File: src/design/red_pkg.sv
// package for the rotary encoder step decoder: payload types, codes and constants
`default_nettype none
package red_pkg;

    localparam int NUM_REGS   = 7;
    localparam int CFG_IDX_W  = 3;
    localparam int CFG_DATA_W = 8;
    localparam int MAX_RES    = 3;

    localparam logic [7:0] RISING_CODE = 8'd4;
    localparam logic [7:0] BUTTON_BASE = 8'd138;

    typedef enum logic [2:0] {
        REG_IN_MODULE    = 3'd0,
        REG_DEV_A        = 3'd1,
        REG_DEV_B        = 3'd2,
        REG_DEV_C        = 3'd3,
        REG_SPEED_RELOAD = 3'd4,
        REG_OUT_MODULE   = 3'd5,
        REG_OUT_ADDR     = 3'd6
    } reg_idx_t;

    typedef enum logic [2:0] {
        EDGE_A_UP   = 3'd0,
        EDGE_A_DOWN = 3'd1,
        EDGE_B_UP   = 3'd2,
        EDGE_B_DOWN = 3'd3,
        EDGE_NONE   = 3'd4
    } edge_t;

    typedef enum logic [1:0] {
        KIND_LEFT   = 2'd0,
        KIND_RIGHT  = 2'd1,
        KIND_BUTTON = 2'd2
    } kind_t;

    typedef struct packed {
        logic       op;
        logic [7:0] module_req;
        logic [7:0] device;
        logic [7:0] event_code;
    } in_item_t;

    typedef struct packed {
        logic [1:0] kind;
        logic [7:0] target_module;
        logic [7:0] target_device;
        logic [7:0] speed_value;
        logic [7:0] button_command;
        logic       last;
    } out_item_t;

    typedef struct packed {
        logic [7:0] in_module;
        logic [7:0] dev_a;
        logic [7:0] dev_b;
        logic [7:0] dev_c;
        logic [7:0] speed_reload;
        logic [7:0] out_module;
        logic [7:0] out_addr;
    } cfg_t;

    typedef struct packed {
        out_item_t [MAX_RES-1:0] slot;
        logic [1:0]              count;
    } res_set_t;

endpackage
`default_nettype wire

File: src/design/red_cfg_regs.sv
// configuration register file of the rotary encoder step decoder
`default_nettype none
module red_cfg_regs (
    input  wire logic                            clk,
    input  wire logic                            rst_n,
    input  wire logic                            cfg_we,
    input  wire logic [red_pkg::CFG_IDX_W-1:0]   cfg_index,
    input  wire logic [red_pkg::CFG_DATA_W-1:0]  cfg_data,
    output red_pkg::cfg_t                        cfg
);

    red_pkg::cfg_t cfg_reg;
    red_pkg::cfg_t cfg_next;

    always_comb
    begin
        cfg_next = cfg_reg;
        if (cfg_we)
        begin
            case (red_pkg::reg_idx_t'(cfg_index))
                red_pkg::REG_IN_MODULE:    cfg_next.in_module    = cfg_data;
                red_pkg::REG_DEV_A:        cfg_next.dev_a        = cfg_data;
                red_pkg::REG_DEV_B:        cfg_next.dev_b        = cfg_data;
                red_pkg::REG_DEV_C:        cfg_next.dev_c        = cfg_data;
                red_pkg::REG_SPEED_RELOAD: cfg_next.speed_reload = cfg_data;
                red_pkg::REG_OUT_MODULE:   cfg_next.out_module   = cfg_data;
                red_pkg::REG_OUT_ADDR:     cfg_next.out_addr     = cfg_data;
                default:                   cfg_next = cfg_reg;
            endcase
        end
    end

    always_ff @(posedge clk or negedge rst_n)
    begin
        if (!rst_n)
        begin
            cfg_reg.in_module    <= 8'd0;
            cfg_reg.dev_a        <= 8'd0;
            cfg_reg.dev_b        <= 8'd1;
            cfg_reg.dev_c        <= 8'd2;
            cfg_reg.speed_reload <= 8'd0;
            cfg_reg.out_module   <= 8'd0;
            cfg_reg.out_addr     <= 8'd0;
        end
        else
        begin
            cfg_reg <= cfg_next;
        end
    end

    assign cfg = cfg_reg;

endmodule
`default_nettype wire

File: src/design/red_decode.sv
// decode of one transaction: step detection, button code and next encoder state
`default_nettype none
module red_decode (
    input  wire red_pkg::in_item_t item,
    input  wire red_pkg::cfg_t     cfg,
    input  wire red_pkg::edge_t    last_edge,
    input  wire logic [7:0]        speed_count,
    output red_pkg::edge_t         last_edge_next,
    output logic [7:0]             speed_count_next,
    output red_pkg::res_set_t      res
);

    logic           match;
    logic           rising;
    logic           hit_a;
    logic           hit_b;
    logic           hit_c;
    logic           step_a;
    logic           step_b;
    red_pkg::edge_t edge_1;
    red_pkg::edge_t edge_2;
    logic [7:0]     speed_1;
    logic [7:0]     speed_2;
    red_pkg::out_item_t res_a;
    red_pkg::out_item_t res_b;
    red_pkg::out_item_t res_c;

    assign match  = !item.op && (item.module_req == cfg.in_module);
    assign rising = (item.event_code == red_pkg::RISING_CODE);

    // contact a
    assign hit_a   = match && (item.device == cfg.dev_a);
    assign step_a  = hit_a && (rising ? (last_edge == red_pkg::EDGE_B_UP)
                                      : (last_edge == red_pkg::EDGE_B_DOWN));
    assign edge_1  = hit_a ? (rising ? red_pkg::EDGE_A_UP : red_pkg::EDGE_A_DOWN) : last_edge;
    assign speed_1 = step_a ? cfg.speed_reload : speed_count;

    // contact b, sees the state left by contact a
    assign hit_b   = match && (item.device == cfg.dev_b);
    assign step_b  = hit_b && (rising ? (edge_1 == red_pkg::EDGE_A_UP)
                                      : (edge_1 == red_pkg::EDGE_A_DOWN));
    assign edge_2  = hit_b ? (rising ? red_pkg::EDGE_B_UP : red_pkg::EDGE_B_DOWN) : edge_1;
    assign speed_2 = step_b ? cfg.speed_reload : speed_1;

    // push contact
    assign hit_c = match && (item.device == cfg.dev_c);

    always_comb
    begin
        res_a.kind           = red_pkg::KIND_LEFT;
        res_a.target_module  = cfg.out_module;
        res_a.target_device  = cfg.out_addr;
        res_a.speed_value    = speed_count;
        res_a.button_command = 8'd0;
        res_a.last           = !step_b && !hit_c;

        res_b.kind           = red_pkg::KIND_RIGHT;
        res_b.target_module  = cfg.out_module;
        res_b.target_device  = cfg.out_addr;
        res_b.speed_value    = speed_1;
        res_b.button_command = 8'd0;
        res_b.last           = !hit_c;

        res_c.kind           = red_pkg::KIND_BUTTON;
        res_c.target_module  = cfg.out_module;
        res_c.target_device  = cfg.out_addr;
        res_c.speed_value    = 8'd0;
        res_c.button_command = {6'd0, item.event_code[3:2]} + red_pkg::BUTTON_BASE;
        res_c.last           = 1'b1;
    end

    // pack results in order a, b, c
    always_comb
    begin
        res = '0;
        if (step_a)
        begin
            res.slot[res.count] = res_a;
            res.count           = res.count + 2'd1;
        end
        if (step_b)
        begin
            res.slot[res.count] = res_b;
            res.count           = res.count + 2'd1;
        end
        if (hit_c)
        begin
            res.slot[res.count] = res_c;
            res.count           = res.count + 2'd1;
        end
    end

    always_comb
    begin
        if (item.op)
        begin
            last_edge_next   = last_edge;
            speed_count_next = (speed_count != 8'd0) ? speed_count - 8'd1 : 8'd0;
        end
        else
        begin
            last_edge_next   = edge_2;
            speed_count_next = speed_2;
        end
    end

endmodule
`default_nettype wire

File: src/design/red_result_buf.sv
// result buffer holding the results of one transaction and sending them one per cycle while result_stall is low
`default_nettype none
module red_result_buf (
    input  wire logic              clk,
    input  wire logic              rst_n,
    input  wire logic              load,
    input  wire red_pkg::res_set_t res,
    output logic                   free,
    output logic                   result_valid,
    input  wire logic              result_stall,
    output red_pkg::out_item_t     result
);

    red_pkg::out_item_t [red_pkg::MAX_RES-1:0] slot_reg;
    logic [1:0] count_reg;
    logic [1:0] count_next;
    logic [1:0] idx_reg;
    logic [1:0] idx_next;
    logic       take;

    assign result_valid = (idx_reg != count_reg);
    assign take         = result_valid && !result_stall;
    assign free         = !result_valid || (take && (idx_reg + 2'd1 == count_reg));
    assign result       = result_valid ? slot_reg[idx_reg] : '0;

    always_comb
    begin
        count_next = count_reg;
        idx_next   = idx_reg;
        if (load)
        begin
            count_next = res.count;
            idx_next   = 2'd0;
        end
        else if (take)
        begin
            idx_next = idx_reg + 2'd1;
        end
    end

    always_ff @(posedge clk or negedge rst_n)
    begin
        if (!rst_n)
        begin
            count_reg <= 2'd0;
            idx_reg   <= 2'd0;
        end
        else
        begin
            count_reg <= count_next;
            idx_reg   <= idx_next;
        end
    end

    always_ff @(posedge clk)
    begin
        if (load)
        begin
            slot_reg <= res.slot;
        end
    end

endmodule
`default_nettype wire

File: src/design/rotary_encoder_step_decoder.sv
// top level of the rotary encoder step decoder
//
// channel   direction  handshake                    payload
// item      in         item_valid / item_stall      red_pkg::in_item_t
// result    out        result_valid / result_stall  red_pkg::out_item_t
// cfg       in         cfg_we                       cfg_index, cfg_data
//
// a transaction passes the input register and the result buffer before its results
// one transaction per cycle when each causes at most one result and result_stall is
// low; a transaction with several results holds the buffer, one result per cycle
// reset sets last edge to none, speed counter to zero and the registers to defaults
// item_stall rises only while the input register waits on a full result buffer
`default_nettype none
module rotary_encoder_step_decoder (
    input  wire logic                           clk,
    input  wire logic                           rst_n,
    input  wire logic                           item_valid,
    output logic                                item_stall,
    input  wire red_pkg::in_item_t              item,
    output logic                                result_valid,
    input  wire logic                           result_stall,
    output red_pkg::out_item_t                  result,
    input  wire logic                           cfg_we,
    input  wire logic [red_pkg::CFG_IDX_W-1:0]  cfg_index,
    input  wire logic [red_pkg::CFG_DATA_W-1:0] cfg_data
);

    red_pkg::cfg_t     cfg;
    red_pkg::in_item_t item_reg;
    logic              item_valid_reg;
    logic              item_valid_next;
    red_pkg::edge_t    last_edge_reg;
    red_pkg::edge_t    last_edge_next;
    logic [7:0]        speed_count_reg;
    logic [7:0]        speed_count_next;
    red_pkg::res_set_t res;
    logic              buf_free;
    logic              move;
    logic              accept;

    red_cfg_regs u_cfg (
        .clk       (clk),
        .rst_n     (rst_n),
        .cfg_we    (cfg_we),
        .cfg_index (cfg_index),
        .cfg_data  (cfg_data),
        .cfg       (cfg)
    );

    red_decode u_decode (
        .item             (item_reg),
        .cfg              (cfg),
        .last_edge        (last_edge_reg),
        .speed_count      (speed_count_reg),
        .last_edge_next   (last_edge_next),
        .speed_count_next (speed_count_next),
        .res              (res)
    );

    red_result_buf u_buf (
        .clk          (clk),
        .rst_n        (rst_n),
        .load         (move),
        .res          (res),
        .free         (buf_free),
        .result_valid (result_valid),
        .result_stall (result_stall),
        .result       (result)
    );

    assign move       = item_valid_reg && buf_free;
    assign item_stall = item_valid_reg && !buf_free;
    assign accept     = item_valid && !item_stall;

    always_comb
    begin
        if (accept)
        begin
            item_valid_next = 1'b1;
        end
        else if (move)
        begin
            item_valid_next = 1'b0;
        end
        else
        begin
            item_valid_next = item_valid_reg;
        end
    end

    always_ff @(posedge clk or negedge rst_n)
    begin
        if (!rst_n)
        begin
            item_valid_reg  <= 1'b0;
            last_edge_reg   <= red_pkg::EDGE_NONE;
            speed_count_reg <= 8'd0;
        end
        else
        begin
            item_valid_reg <= item_valid_next;
            if (move)
            begin
                last_edge_reg   <= last_edge_next;
                speed_count_reg <= speed_count_next;
            end
        end
    end

    always_ff @(posedge clk)
    begin
        if (accept)
        begin
            item_reg <= item;
        end
    end

endmodule
`default_nettype wire

File: config.mk
export PLATFORM = sky130hd
export DESIGN_NAME = rotary_encoder_step_decoder
export DESIGN_NICKNAME = d
export VERILOG_FILES = /design/src/design/red_pkg.sv /design/src/design/red_cfg_regs.sv /design/src/design/red_decode.sv /design/src/design/red_result_buf.sv /design/src/design/rotary_encoder_step_decoder.sv
export SDC_FILE = /design/constraint.sdc
export NUM_CORES = 1
export LEC_CHECK = 0
export ABC_AREA = 1
export ABC_CLOCK_PERIOD_IN_PS = 7400
export BUFFER_PORTS_ARGS = -buffer_cell sky130_fd_sc_hd__clkbuf_2
export CELL_PAD_IN_SITES_DETAIL_PLACEMENT = 1
export CELL_PAD_IN_SITES_GLOBAL_PLACEMENT = 1
export CORE_UTILIZATION = 33
export CTS_CLUSTER_DIAMETER = 200
export CTS_CLUSTER_SIZE = 14
export DETAILED_ROUTE_END_ITERATION = 8
export PLACE_DENSITY = 0.61
export SLEW_MARGIN = 20
export SYNTH_ARGS = -nofsm -noshare
export SYNTH_HDL_FRONTEND = slang
export SYNTH_SLANG_ARGS = --single-unit
export TNS_END_PERCENT = 1
File: constraint.sdc
create_clock -name clk -period 7.4 [get_ports clk]
set_input_delay 1.11 -clock clk [delete_from_list [all_inputs] [get_ports clk]]
set_output_delay 1.11 -clock clk [all_outputs]
set_load 0.05 [all_outputs]
==> results.json <==
{
  "yosys-top-cells-area": "edfxtp_1, dfrtp_1, nand2_1, inv_1, o21ai_0",
  "crit_path_end_kind": "primary output",
  "ys.warnings.count": 0,
  "seqCellArea_um2": 4959,
  "antenna_found_initial": 0,
  "setup_tns_ns": 0,
  "r2r-start": "item_reg[3]$_DFFE_PP_",
  "setup.worst_path.start": "u_buf.idx_reg[0]$_DFFE_PN0P_",
  "grt-ovfl-total": 0,
  "clock.fmax_ghz": 0.2299,
  "synth-edff-count": 105,
  "maxCapViolations": 0,
  "yosysSeqAreaShare_pct": 60.26,
  "grt_max_degree": 73,
  "die_h_um": 159.9,
  "fin_area_um2": 9495,
  "slew_headroom_pct": 53.84,
  "rows": 57,
  "drv_slew": 0,
  "yosys.area.top_type": "edfxtp_1",
  "cts_made_buffers": 17,
  "synth-seq-cells": 177,
  "post_drt_via_cell_ratio": 4.589,
  "power_density_nw_per_um2": 468.6,
  "root_buffer": "clkbuf_16",
  "critPathRequiredTime_ns": 6.29,
  "synth_common_cells": "nand2_1, inv_1, edfxtp_1",
  "track_usage_pct": 16.24,
  "fin_crit_sh_pct": 58.79,
  "grt_pass1_wl_um": 31820,
  "diodes": 0,
  "fill_cells": 2830,
  "syn_inst": 849,
  "cts_resized": 0,
  "start_kind": "register",
  "num_vias": 5755,
  "cts_sinks": 177,
  "dieArea_um2": 25570,
  "clk_latency_ns": 0.44,
  "initial_core_util_pct": 33.74,
  "p_leak_nw": 4.370,
  "clockBufferDepth": 2,
  "portBuffers": 74,
  "cts_tree": "built",
  "largest_reg_flops": 80,
  "area_growth_pct": 15.39,
  "core_area_um2": 24390,
  "clk_pin_slew_ns": 0.07,
  "worst_pin_slew_ns": 0.6925,
  "postRouteAntennaNets": 0,
  "async_reset_ff_share_pct": 40.68,
  "grt_pass1_vias": 5870,
  "drcViolationCount": 0,
  "synth.cell_area_um2": 8229,
  "multi_input_area_um2": 2616,
  "hold_viol_final": 0,
  "ioPinCount": 78,
  "wl_per_cell_um": 15.45,
  "synth.most_common_cell": "nand2_1",
  "crit_path_max_fanout": 32,
  "firstDrtPassIters": 4,
  "wl_um": 19370,
  "drt_iter0_markers": 330,
  "synth_flop_cell": "edfxtp_1",
  "critPathKind": "reg -> out",
  "hp-class": "reg -> reg",
  "drive_above_1_share_pct": 17.20,
  "outcome": "finished clean",
  "postCtsSetupRepairBufs": 0,
  "syn_area_per_cell_um2": 9.693,
  "hold_buffers": 0,
  "nets": 964,
  "placed_cell_area_um2": 8867,
  "place_congestion": 0.7141,
  "hold_slack_ns": 0.4897,
  "layout_min_cycle_time_ns": 4.351,
  "r2r_slack_ns": 4.21,
  "detailed_place_hpwl_um": 13450,
  "crit_arrival_ns": 3.24,
  "synth_top_area_share_pct": 38.32,
  "finalSetupViolCount": 0,
  "vdd_drop_max_uv": 327.6,
  "finalWorstSetupSlack_ns": 3.049,
  "hold_start": "u_cfg.cfg[19]$_DFFE_PN0P_",
  "netlist-cell-type-count": 39,
  "grt_setup_unrepaired": "no",
  "finClkSkew_ns": 0.01193,
  "h-tree-depth": 4,
  "die-width_um": 159.9,
  "place_ws_ns": 3.442
}
[per-stage QoR]
stage	total power (W)	cells	utilization, %
after floorplan	0.003114	851	-
after global placement	0.003548	1221	36.35
after detailed placement	0.003580	1221	36.35
after CTS	0.004513	1253	38.82
after global routing	0.004739	1254	38.93
final	0.004449	1254	38.93
[cell type report]
class,count,area share (%)
clock buffer,18,4.520
clock inverter,14,1.805
inverter,127,5.047
multi-input combinational,514,27.55
sequential,177,52.22
tap,324,4.269
timing repair buffer,80,4.586
[cells by family (layout without fill, tap and decap cells)]
group | count (synthesis) | in the layout | share of synthesized area [%]
other | 1 | 3 | 0.04557
AO/OA/AOI/OAI | 137 | 137 | 9.001
XOR/XNOR | 32 | 32 | 3.497
AND/OR/NAND/NOR | 336 | 336 | 18.12
adder cells (fa/ha/maj) | 6 | 6 | 1.004
flip-flops | 177 | 177 | 60.26
buffers and inverters | 160 | 239 | 8.074
[worst paths after layout]
kind	end	cells past startpoint
setup / recovery	result[28]	10
hold / removal	u_cfg.cfg[19]$_DFFE_PN0P_	2
setup reg to reg	u_buf.slot_reg[52]$_DFFE_PP_	13
hold reg to reg	u_cfg.cfg[19]$_DFFE_PN0P_	2
max in group asynchronous	u_cfg.cfg[25]$_DFFE_PN1P_	3
min in group asynchronous	u_cfg.cfg[53]$_DFFE_PN0P_	2
[power breakdown]
group	internal, W	switching [W]
clock network	0.000509	0.000416
registers	0.00155	0.000189
logic	0.000422	0.00137
[per-layer routing]
metal / vias up / routed length, um / GRT usage, % / part of all wire, %
li1: 2864 / - / - / -
met1: 2785 / 9889 / 22.95 / 51
met2: 90 / 8707 / 25.29 / 45
met3: 16 / 551 / 3.143 / 2.8
met4: 0 / 227 / 4.762 / 1.2
met5: - / 0 / 0 / 0
[cell usage in the layout, fill, tap and decap left out, drive strengths merged]
cell	netlist	final
nand3	21	21
nand2	208	208
fa	1	1
dfrtp	69	69
xnor2	26	26
a31oi	17	17
a21oi	42	42
o21ai	78	78
dfstp	3	3
edfxtp	105	105
clkinvlp	0	3
bufinv	0	2
and3	8	8
nor2	79	79
nand4	4	4
clkbuf	18	91
or2	2	2
nor3	12	12
ha	5	5
and2	2	2
xor2	6	6
buf	15	7
conb	1	3
clkinv	0	3
inv	127	133
[critical path, cell delays in order, from the launching register on]
cell and delay (ns):
dfrtp_1 0.39, inv_2 0.43, or2_4 0.25, nand3_2 0.42, inv_1 0.25, nor2_1 0.10, inv_2 0.37, a21oi_1 0.09
a31oi_1 0.18, inv_1 0.06, clkbuf_2 0.23
(Power assumes the default switching activity.)
